--- src/design/pidci_pkg.sv ---
package pidci_pkg;

	localparam int FRAC_BITS_DEF = 8;

	localparam int SP_W       = 20;
	localparam int ERR_W      = SP_W + 1;
	localparam int DIFF_W     = ERR_W + 1;
	localparam int MAG_W      = ERR_W;
	localparam int GAIN_W     = 16;
	localparam int LIM_W      = 8;
	localparam int MS_W       = 16;
	localparam int DRV_W      = 9;
	localparam int PROD_W     = GAIN_W + MAG_W;
	localparam int CFG_IDX_W  = 3;
	localparam int CFG_DATA_W = 16;

	localparam logic [GAIN_W-1:0] PROP_GAIN_RST  = 16'd12800;
	localparam logic [GAIN_W-1:0] INTEG_GAIN_RST = 16'd26;
	localparam logic [GAIN_W-1:0] DERIV_GAIN_RST = 16'd128;
	localparam logic [GAIN_W-1:0] INTEG_TOL_RST  = 16'd64;
	localparam logic [GAIN_W-1:0] DERIV_BAND_RST = 16'd1280;
	localparam logic [LIM_W-1:0]  OUT_LIMIT_RST  = 8'd220;

	typedef enum logic [CFG_IDX_W-1:0] {
		REG_PROP_GAIN  = 3'd0,
		REG_INTEG_GAIN = 3'd1,
		REG_DERIV_GAIN = 3'd2,
		REG_INTEG_TOL  = 3'd3,
		REG_DERIV_BAND = 3'd4,
		REG_OUT_LIMIT  = 3'd5
	} cfg_idx_t;

	typedef struct packed {
		logic [GAIN_W-1:0] prop_gain;
		logic [GAIN_W-1:0] integ_gain;
		logic [GAIN_W-1:0] deriv_gain;
		logic [GAIN_W-1:0] integ_tol;
		logic [GAIN_W-1:0] deriv_band;
		logic [LIM_W-1:0]  output_limit;
	} cfg_t;

endpackage

--- src/design/pidci_cfg.sv ---
module pidci_cfg (
	input  logic                                 clk,
	input  logic                                 arst_n,
	input  logic                                 cfg_we,
	input  logic [pidci_pkg::CFG_IDX_W-1:0]      cfg_index,
	input  logic [pidci_pkg::CFG_DATA_W-1:0]     cfg_wdata,
	output pidci_pkg::cfg_t                      cfg
);

	pidci_pkg::cfg_t cfg_q;

	always_ff @(posedge clk or negedge arst_n) begin
		if (!arst_n) begin
			cfg_q.prop_gain    <= pidci_pkg::PROP_GAIN_RST;
			cfg_q.integ_gain   <= pidci_pkg::INTEG_GAIN_RST;
			cfg_q.deriv_gain   <= pidci_pkg::DERIV_GAIN_RST;
			cfg_q.integ_tol    <= pidci_pkg::INTEG_TOL_RST;
			cfg_q.deriv_band   <= pidci_pkg::DERIV_BAND_RST;
			cfg_q.output_limit <= pidci_pkg::OUT_LIMIT_RST;
		end else if (cfg_we) begin
			unique case (pidci_pkg::cfg_idx_t'(cfg_index))
				pidci_pkg::REG_PROP_GAIN:  cfg_q.prop_gain  <= cfg_wdata;
				pidci_pkg::REG_INTEG_GAIN: cfg_q.integ_gain <= cfg_wdata;
				pidci_pkg::REG_DERIV_GAIN: cfg_q.deriv_gain <= cfg_wdata;
				pidci_pkg::REG_INTEG_TOL:  cfg_q.integ_tol  <= cfg_wdata;
				pidci_pkg::REG_DERIV_BAND: cfg_q.deriv_band <= cfg_wdata;
				pidci_pkg::REG_OUT_LIMIT:  cfg_q.output_limit <= cfg_wdata[pidci_pkg::LIM_W-1:0];
				default: ;
			endcase
		end
	end

	assign cfg = cfg_q;

endmodule

--- src/design/pidci_mul.sv ---
module pidci_mul (
	input  logic                           clk,
	input  logic [pidci_pkg::GAIN_W-1:0]   a,
	input  logic [pidci_pkg::MAG_W-1:0]    b,
	output logic [pidci_pkg::PROD_W-1:0]   prod
);

	logic [pidci_pkg::PROD_W-1:0] prod_q;

	always_ff @(posedge clk) begin
		prod_q <= pidci_pkg::PROD_W'(a) * pidci_pkg::PROD_W'(b);
	end

	assign prod = prod_q;

endmodule

--- src/design/pidci_div.sv ---
module pidci_div (
	input  logic                           clk,
	input  logic                           arst_n,
	input  logic                           start,
	input  logic [pidci_pkg::PROD_W-1:0]   dividend,
	input  logic [pidci_pkg::MS_W-1:0]     divisor,
	output logic                           done,
	output logic [pidci_pkg::PROD_W-1:0]   quotient
);

	localparam int DVD_W = pidci_pkg::PROD_W;
	localparam int DVS_W = pidci_pkg::MS_W;
	localparam int CNT_W = $clog2(DVD_W + 1);

	logic             busy_q;
	logic             done_q;
	logic [CNT_W-1:0] cnt_q;
	logic [DVD_W-1:0] quo_q;
	logic [DVS_W-1:0] rem_q;
	logic [DVS_W-1:0] dvs_q;
	logic [DVS_W:0]   trial;
	logic [DVS_W:0]   diff;
	logic             ge;

	assign trial = {rem_q, quo_q[DVD_W-1]};
	assign diff  = trial - {1'b0, dvs_q};
	assign ge    = trial >= {1'b0, dvs_q};

	always_ff @(posedge clk or negedge arst_n) begin
		if (!arst_n) begin
			busy_q <= 1'b0;
			done_q <= 1'b0;
			cnt_q  <= '0;
		end else begin
			done_q <= 1'b0;
			if (start) begin
				busy_q <= 1'b1;
				cnt_q  <= CNT_W'(DVD_W);
			end else if (busy_q) begin
				cnt_q <= cnt_q - 1'b1;
				if (cnt_q == CNT_W'(1)) begin
					busy_q <= 1'b0;
					done_q <= 1'b1;
				end
			end
		end
	end

	// one quotient bit per cycle, restoring
	always_ff @(posedge clk) begin
		if (start) begin
			quo_q <= dividend;
			rem_q <= '0;
			dvs_q <= divisor;
		end else if (busy_q) begin
			quo_q <= {quo_q[DVD_W-2:0], ge};
			rem_q <= ge ? diff[DVS_W-1:0] : trial[DVS_W-1:0];
		end
	end

	assign done     = done_q;
	assign quotient = quo_q;

endmodule

--- src/design/pid_conditional_integral_controller_top.sv ---
// Flow: an accepted word passes S_PREP, S_MUL_P, S_MUL_I, S_MUL_D, S_DIV_LD,
// S_DIV_WAIT, S_SUM and S_OUT; S_DIV_WAIT is bypassed when the derivative is
// skipped (zero elapsed time or error above band). Words are taken only in S_IDLE;
// the serial divider dominates, the three products share one registered multiplier.
// Reset (arst_n low): gains, limits at defaults, integral, last error and last
// setpoint cleared, no result pending.
module pid_conditional_integral_controller_top #(
	parameter int FRAC_BITS = pidci_pkg::FRAC_BITS_DEF
) (
	input  logic                                   clk,
	input  logic                                   arst_n,
	input  logic                                   cfg_we,
	input  logic [pidci_pkg::CFG_IDX_W-1:0]        cfg_index,
	input  logic [pidci_pkg::CFG_DATA_W-1:0]       cfg_wdata,
	input  logic                                   in_valid,
	output logic                                   in_ready,
	input  logic signed [pidci_pkg::SP_W-1:0]      setpoint,
	input  logic signed [pidci_pkg::SP_W-1:0]      reading,
	input  logic [pidci_pkg::MS_W-1:0]             elapsed_ms,
	output logic                                   out_valid,
	input  logic                                   out_ready,
	output logic signed [pidci_pkg::DRV_W-1:0]     drive
);

	localparam int F      = FRAC_BITS;
	localparam int ERR_W  = pidci_pkg::ERR_W;
	localparam int DIFF_W = pidci_pkg::DIFF_W;
	localparam int MAG_W  = pidci_pkg::MAG_W;
	localparam int PROD_W = pidci_pkg::PROD_W;
	localparam int DRV_W  = pidci_pkg::DRV_W;
	localparam int INT_W  = F + 10;
	localparam int STEP_W = PROD_W - F;
	localparam int ACC_W  = ((INT_W > STEP_W + 1) ? INT_W : STEP_W + 1) + 1;
	localparam int SUM_W  = ((PROD_W + 1 > INT_W + F) ? PROD_W + 1 : INT_W + F) + 2;

	typedef enum logic [8:0] {
		S_IDLE     = 9'b000000001,
		S_PREP     = 9'b000000010,
		S_MUL_P    = 9'b000000100,
		S_MUL_I    = 9'b000001000,
		S_MUL_D    = 9'b000010000,
		S_DIV_LD   = 9'b000100000,
		S_DIV_WAIT = 9'b001000000,
		S_SUM      = 9'b010000000,
		S_OUT      = 9'b100000000
	} state_t;

	pidci_pkg::cfg_t cfg;

	state_t                           state_q;
	logic                             out_valid_q;
	logic signed [DRV_W-1:0]          drive_q;
	logic signed [INT_W-1:0]          int_q;
	logic signed [ERR_W-1:0]          last_err_q;
	logic signed [pidci_pkg::SP_W-1:0] last_sp_q;

	logic signed [ERR_W-1:0]          err_q;
	logic [pidci_pkg::MS_W-1:0]       ms_q;
	logic                             spchg_q;
	logic [MAG_W-1:0]                 emag_q;
	logic                             eneg_q;
	logic signed [DIFF_W-1:0]         diff_q;
	logic                             dskip_q;
	logic [MAG_W-1:0]                 dmag_q;
	logic                             dneg_q;
	logic                             icond_q;
	logic signed [PROD_W:0]           p_q;
	logic signed [ACC_W-1:0]          acc_q;
	logic signed [PROD_W:0]           d_q;
	logic signed [SUM_W-1:0]          sum_q;

	logic [pidci_pkg::GAIN_W-1:0]     mul_a;
	logic [MAG_W-1:0]                 mul_b;
	logic [PROD_W-1:0]                prod;
	logic                             div_start;
	logic                             div_done;
	logic [PROD_W-1:0]                quo;

	logic [MAG_W-1:0]                 lmag;
	logic signed [PROD_W:0]           prod_s;
	logic signed [PROD_W:0]           quo_s;
	logic [DIFF_W-1:0]                dmag_full;
	logic [STEP_W-1:0]                step_mag;
	logic signed [STEP_W:0]           step_s;
	logic signed [ACC_W-1:0]          lim_i_s;
	logic signed [INT_W-1:0]          int_nxt;
	logic signed [ERR_W-1:0]          band_s;
	logic signed [INT_W+F-1:0]        int_sh;
	logic signed [SUM_W-1:0]          lim_o_s;
	logic signed [SUM_W-1:0]          rnd;
	logic signed [DRV_W-1:0]          lim_drv;
	logic signed [DRV_W-1:0]          drive_nxt;

	pidci_cfg u_cfg (
		.clk       (clk),
		.arst_n    (arst_n),
		.cfg_we    (cfg_we),
		.cfg_index (cfg_index),
		.cfg_wdata (cfg_wdata),
		.cfg       (cfg)
	);

	pidci_mul u_mul (
		.clk  (clk),
		.a    (mul_a),
		.b    (mul_b),
		.prod (prod)
	);

	pidci_div u_div (
		.clk      (clk),
		.arst_n   (arst_n),
		.start    (div_start),
		.dividend (prod),
		.divisor  (ms_q),
		.done     (div_done),
		.quotient (quo)
	);

	always_comb begin
		unique case (state_q)
			S_MUL_I: begin
				mul_a = cfg.integ_gain;
				mul_b = emag_q;
			end
			S_MUL_D: begin
				mul_a = cfg.deriv_gain;
				mul_b = dmag_q;
			end
			default: begin
				mul_a = cfg.prop_gain;
				mul_b = emag_q;
			end
		endcase
	end

	assign div_start = (state_q == S_DIV_LD) && !dskip_q;

	assign lmag      = last_err_q[ERR_W-1] ? MAG_W'(-last_err_q) : MAG_W'(last_err_q);
	assign dmag_full = diff_q[DIFF_W-1] ? DIFF_W'(-diff_q) : DIFF_W'(diff_q);
	assign prod_s    = $signed({1'b0, prod});
	assign quo_s     = $signed({1'b0, quo});
	assign step_mag  = prod[PROD_W-1:F];
	assign step_s    = eneg_q ? -$signed({1'b0, step_mag}) : $signed({1'b0, step_mag});
	assign band_s    = $signed(ERR_W'(cfg.deriv_band));
	assign lim_i_s   = ACC_W'($signed({1'b0, cfg.output_limit, {F{1'b0}}}));
	assign lim_o_s   = SUM_W'($signed({1'b0, cfg.output_limit, {(2 * F){1'b0}}}));
	assign int_sh    = $signed({int_q, {F{1'b0}}});
	assign lim_drv   = $signed({1'b0, cfg.output_limit});
	assign rnd       = sum_q + $signed({{(SUM_W - 2 * F){1'b0}}, {(2 * F){sum_q[SUM_W-1]}}});

	always_comb begin
		priority if (spchg_q) begin
			int_nxt = '0;
		end else if (acc_q > lim_i_s) begin
			int_nxt = INT_W'(lim_i_s);
		end else if (acc_q < -lim_i_s) begin
			int_nxt = INT_W'(-lim_i_s);
		end else begin
			int_nxt = INT_W'(acc_q);
		end
	end

	// clamp, then truncate toward zero
	always_comb begin
		priority if (sum_q > lim_o_s) begin
			drive_nxt = lim_drv;
		end else if (sum_q < -lim_o_s) begin
			drive_nxt = -lim_drv;
		end else begin
			drive_nxt = rnd[2*F+DRV_W-1:2*F];
		end
	end

	always_ff @(posedge clk or negedge arst_n) begin
		if (!arst_n) begin
			state_q     <= S_IDLE;
			out_valid_q <= 1'b0;
			int_q       <= '0;
			last_err_q  <= '0;
			last_sp_q   <= '0;
		end else begin
			if (out_valid_q && out_ready && state_q != S_OUT) begin
				out_valid_q <= 1'b0;
			end
			unique case (state_q)
				S_IDLE: if (in_valid) begin
					last_sp_q <= setpoint;
					state_q   <= S_PREP;
				end
				S_PREP:  state_q <= S_MUL_P;
				S_MUL_P: state_q <= S_MUL_I;
				S_MUL_I: state_q <= S_MUL_D;
				S_MUL_D: state_q <= S_DIV_LD;
				S_DIV_LD: begin
					int_q      <= int_nxt;
					last_err_q <= err_q;
					state_q    <= dskip_q ? S_SUM : S_DIV_WAIT;
				end
				S_DIV_WAIT: if (div_done) begin
					state_q <= S_SUM;
				end
				S_SUM: state_q <= S_OUT;
				S_OUT: if (!out_valid_q || out_ready) begin
					out_valid_q <= 1'b1;
					state_q     <= S_IDLE;
				end
				default: state_q <= S_IDLE;
			endcase
		end
	end

	always_ff @(posedge clk) begin
		unique case (state_q)
			S_IDLE: if (in_valid) begin
				err_q   <= ERR_W'(setpoint) - ERR_W'(reading);
				ms_q    <= elapsed_ms;
				spchg_q <= setpoint != last_sp_q;
			end
			S_PREP: begin
				emag_q  <= err_q[ERR_W-1] ? MAG_W'(-err_q) : MAG_W'(err_q);
				eneg_q  <= err_q[ERR_W-1];
				diff_q  <= DIFF_W'(err_q) - DIFF_W'(last_err_q);
				dskip_q <= (err_q > band_s) || (ms_q == '0);
			end
			S_MUL_P: begin
				dmag_q  <= dmag_full[MAG_W-1:0];
				dneg_q  <= diff_q[DIFF_W-1];
				icond_q <= (emag_q > lmag) || (emag_q > MAG_W'(cfg.integ_tol));
			end
			S_MUL_I: p_q <= eneg_q ? -prod_s : prod_s;
			S_MUL_D: acc_q <= icond_q ? ACC_W'(int_q) + ACC_W'(step_s) : ACC_W'(int_q);
			S_DIV_LD: if (dskip_q) begin
				d_q <= '0;
			end
			S_DIV_WAIT: if (div_done) begin
				d_q <= dneg_q ? -quo_s : quo_s;
			end
			S_SUM: sum_q <= SUM_W'(p_q) + SUM_W'(int_sh) + SUM_W'(d_q);
			S_OUT: if (!out_valid_q || out_ready) begin
				drive_q <= drive_nxt;
			end
			default: ;
		endcase
	end

	assign in_ready  = state_q == S_IDLE;
	assign out_valid = out_valid_q;
	assign drive     = drive_q;

endmodule

--- config.mk ---
export PLATFORM = sky130hd
export DESIGN_NAME = pid_conditional_integral_controller_top
export DESIGN_NICKNAME = d
export VERILOG_FILES = /design/src/design/pidci_pkg.sv /design/src/design/pidci_cfg.sv /design/src/design/pidci_mul.sv /design/src/design/pidci_div.sv /design/src/design/pid_conditional_integral_controller_top.sv
export SDC_FILE = /design/constraint.sdc
export NUM_CORES = 2
export LEC_CHECK = 0
export ABC_AREA = 1
export BUFFER_PORTS_ARGS = -buffer_cell sky130_fd_sc_hd__buf_4
export CORE_MARGIN = 8
export CORE_UTILIZATION = 56
export DETAILED_ROUTE_END_ITERATION = 10
export GPL_ROUTABILITY_DRIVEN = 0
export MAX_ROUTING_LAYER = met4
export PLACE_DENSITY = 0.73
export REMOVE_ABC_BUFFERS = 1
export SYNTH_ARGS = -nofsm -noshare
export SYNTH_HDL_FRONTEND = slang
export SYNTH_SLANG_ARGS = --single-unit
--- constraint.sdc ---
create_clock -name clk -period 7.85 [get_ports clk]
set_clock_uncertainty 0.2 [all_clocks]
set_input_delay 1.57 -clock clk [delete_from_list [all_inputs] [get_ports clk]]
set_output_delay 1.57 -clock clk [all_outputs]
set_load 0.01 [all_outputs]
==> run_results.csv <==
group,metric,value,unit
run_status,status,"finished, final reports clean",
sta,fin_crit,7420,ps
worst_setup_path,crit_required,8130,ps
synth,synth.distinct_cells,60,
worst_setup_path,crit_path_max_incr_delay,540,ps
die,io_pins,91,
worst_setup_path,cp_max_fo,45,
route,wire_per_inst,19.3,um
route,drtIter0Drc,4129,
synth,ys_top_cells_by_area,"edfxtp_1, fa_1, nand2_1",
die,std_cell_rows,105,
place,dpl.hpwl,108000,um
route,drcViolationCount,0,
clock_tree,clkTransAtPathRegs,60,ps
sta,slew_headroom,15.8,%
route,viasPerCell,5.69,
synth,synth_edf_count,315,
sta,setup_viol,0,
grt,grt_use_total,29.4,%
clock_tree,tritoncts,"yes",
clock_tree,clk_latency,670,ps
route,drtPass1Iterations,6,
sta,finalHoldViolations,0,
final_layout,stdcell_area,50300,um2
synth,avgSynthCellArea,8.05,um2
worst_setup_path,criticalPathCategory,"reg2reg",
final_layout,final_common_cell,"nand2_1",
clock_tree,cts_resized,0,
clock_tree,htree_levels,2,
worst_setup_path,crit_path_start_kind,"register",
clock_tree,ctsHoldBuffers,0,
sta,rsz0062_at_grt,"false",
synth,netlist_area,46300,um2
place,io_buffer_count,90,
synth,ys.flop_type,"edfxtp_1",
sta,whs,267,ps
synth,synthCells,5756,
sta,clock.fmax,135,MHz
sta,worst_pin_slew,1260,ps
clock_tree,cts_buffer_depth,3,
grt,grt_overflow,0,
place,dpl_cell_area,48300,um2
clock_tree,clkSinkCount,533,
grt,antenna_found_initial,3,
sta,setup-tns-final,0,ps
clock_tree,numCtsBuffers,59,
final_layout,drive_above_1_share,6.09,%
synth,yosysTopAreaCellShare,20.4,%
final_layout,final_cell_mix,"nand2_1, inv_1, nor2_1",
die,initial_core_util,56.5,%
die,die_h,304,um
min_path,hold_path_class,"reg2reg",
synth,async_flop_share,31.0,%
sta,slew_violations,0,
route,ant_nets,0,
grt,grt_max_degree,90,
grt,grt_pass1_vias,38900,
synth,synth-seq-cells,533,
final_layout,syn2layout_area_growth,8.56,%
synth,seq_area_frac_synth,31.7,%
die,die_area,92200,um2
sta,final.period_utilization,94.5,%
final_layout,fillers,7227,
die,die_x,304,um
synth,yosys_warnings,0,
clock_tree,root_buffer,"clkbuf_16",
final_layout,nets,6609,
clock_tree,post_cts_buffers,0,
worst_setup_path,critPathMostFrequentCell,"fa_1",
synth,synth_top_area_cell,"edfxtp_1",
die,fp.coreArea,82000,um2
route,vias,39700,
worst_setup_path,endpoint_kind,"register",
route,routed_wl,135000,um
worst_setup_path,cp_slowest_cell,"fa_1",
job,max_cap_viol_count,0,
worst_setup_path,worstPathArrival,7700,ps
grt,grt_pass1_wl,211000,um
per-stage QoR:
stage                     util (%)  setup WS [ps]  instances
after floorplan                  -            970       5645
after global placement        58.9            426       6856
after detailed placement      58.9            343       6856
after CTS                     61.3            324       6968
after global routing          61.3           26.7       6969
final                         61.3            429       6969
cell usage after synthesis (7+ instances only):
cell type  instances
nand2_2           14
nand4_1           74
a21oi_2           12
ha_1             383
o21bai_1          16
nor4_1            30
xor2_1           189
o21ai_1           14
a21oi_1          292
o211ai_1           8
nor2_1           600
fa_1             299
edfxtp_1         315
a31oi_1           19
clkbuf_1          58
xnor2_1           72
buf_2             43
dfrtp_1          149
a21boi_0           7
nand2_1         1324
dfstp_2           16
inv_1            889
a22o_1            16
o21a_1            15
o21ai_0          352
or2_2             17
inv_2             27
nand3_1          250
a21o_1            34
dfxtp_1           53
and3_1             8
nor3_1            87
nand3b_1          10
worst max-delay path: cells and delay by family, from the launching register on:
family                   cells  cell delay [ps]
AND/OR/NAND/NOR              6              700
AO/OA/AOI/OAI                6             1560
buffers and inverters        7              820
flip-flops                   1              530
XOR/XNOR                     1              150
adder cells (fa/ha/maj)      7             3300
logic make-up (layout without fill, tap and decap cells):
logic type,Yosys count,after routing,synth area share [%]
AND/OR/NAND/NOR,2429,2429,21.7
other,0,1,0
flip-flops,533,533,31.7
buffers and inverters,1031,1173,8.56
AO/OA/AOI/OAI,820,820,9.91
adder cells (fa/ha/maj),682,682,23.3
XOR/XNOR,261,261,4.93
flip-flops by register name (all words and copies together) (netlist names), 6 cells and up:
name,flops
acc_q,31
d_q,38
diff_q,22
dmag_q,21
drive,9
emag_q,21
err_q,21
int_q,18
last_err_q,21
last_sp_q,20
ms_q,16
p_q,38
state_q,9
sum_q,40
u_cfg.cfg,88
u_div.cnt_q,6
u_div.dvs_q,16
u_div.quotient,37
u_div.rem_q,16
u_mul.prod,37
layout make-up:
class,instances,area [um2],area share [%]
diodes,1,2.50,0.00498
multi-input cells,4192,27800,55.2
well taps,1070,1340,2.66
clock inverters,33,289,0.575
flip-flops and latches,533,14700,29.2
inverters,920,3460,6.89
repair buffers,141,1060,2.11
clock buffers,79,1710,3.40
final timing paths:
path	from	endpoint	slack (ps)	cells past startpoint
hold / removal	ms_q[4]	u_div.dvs_q[4]	270	0
setup / recovery	state_q[0]	u_mul.prod[31]	430	27
hold reg to reg	ms_q[4]	u_div.dvs_q[4]	270	0
max in group asynchronous	arst_n	state_q[5]	5440	2
setup reg to reg	state_q[0]	u_mul.prod[31]	430	27
min in group asynchronous	arst_n	last_sp_q[5]	640	1
per-layer routing:
metal | share of wire [%] | wire length [um] | track usage, %
met5 | 0 | 0 | -
met4 | 5.9 | 7910 | 14.5
met3 | 8.0 | 10700 | 4.12
met2 | 46 | 61800 | 47.0
met1 | 40 | 54200 | 36.6
Power is left out: the tool's default activity adds up to more than one toggle a clock period on the data nets, which glitch-free logic cannot reach.
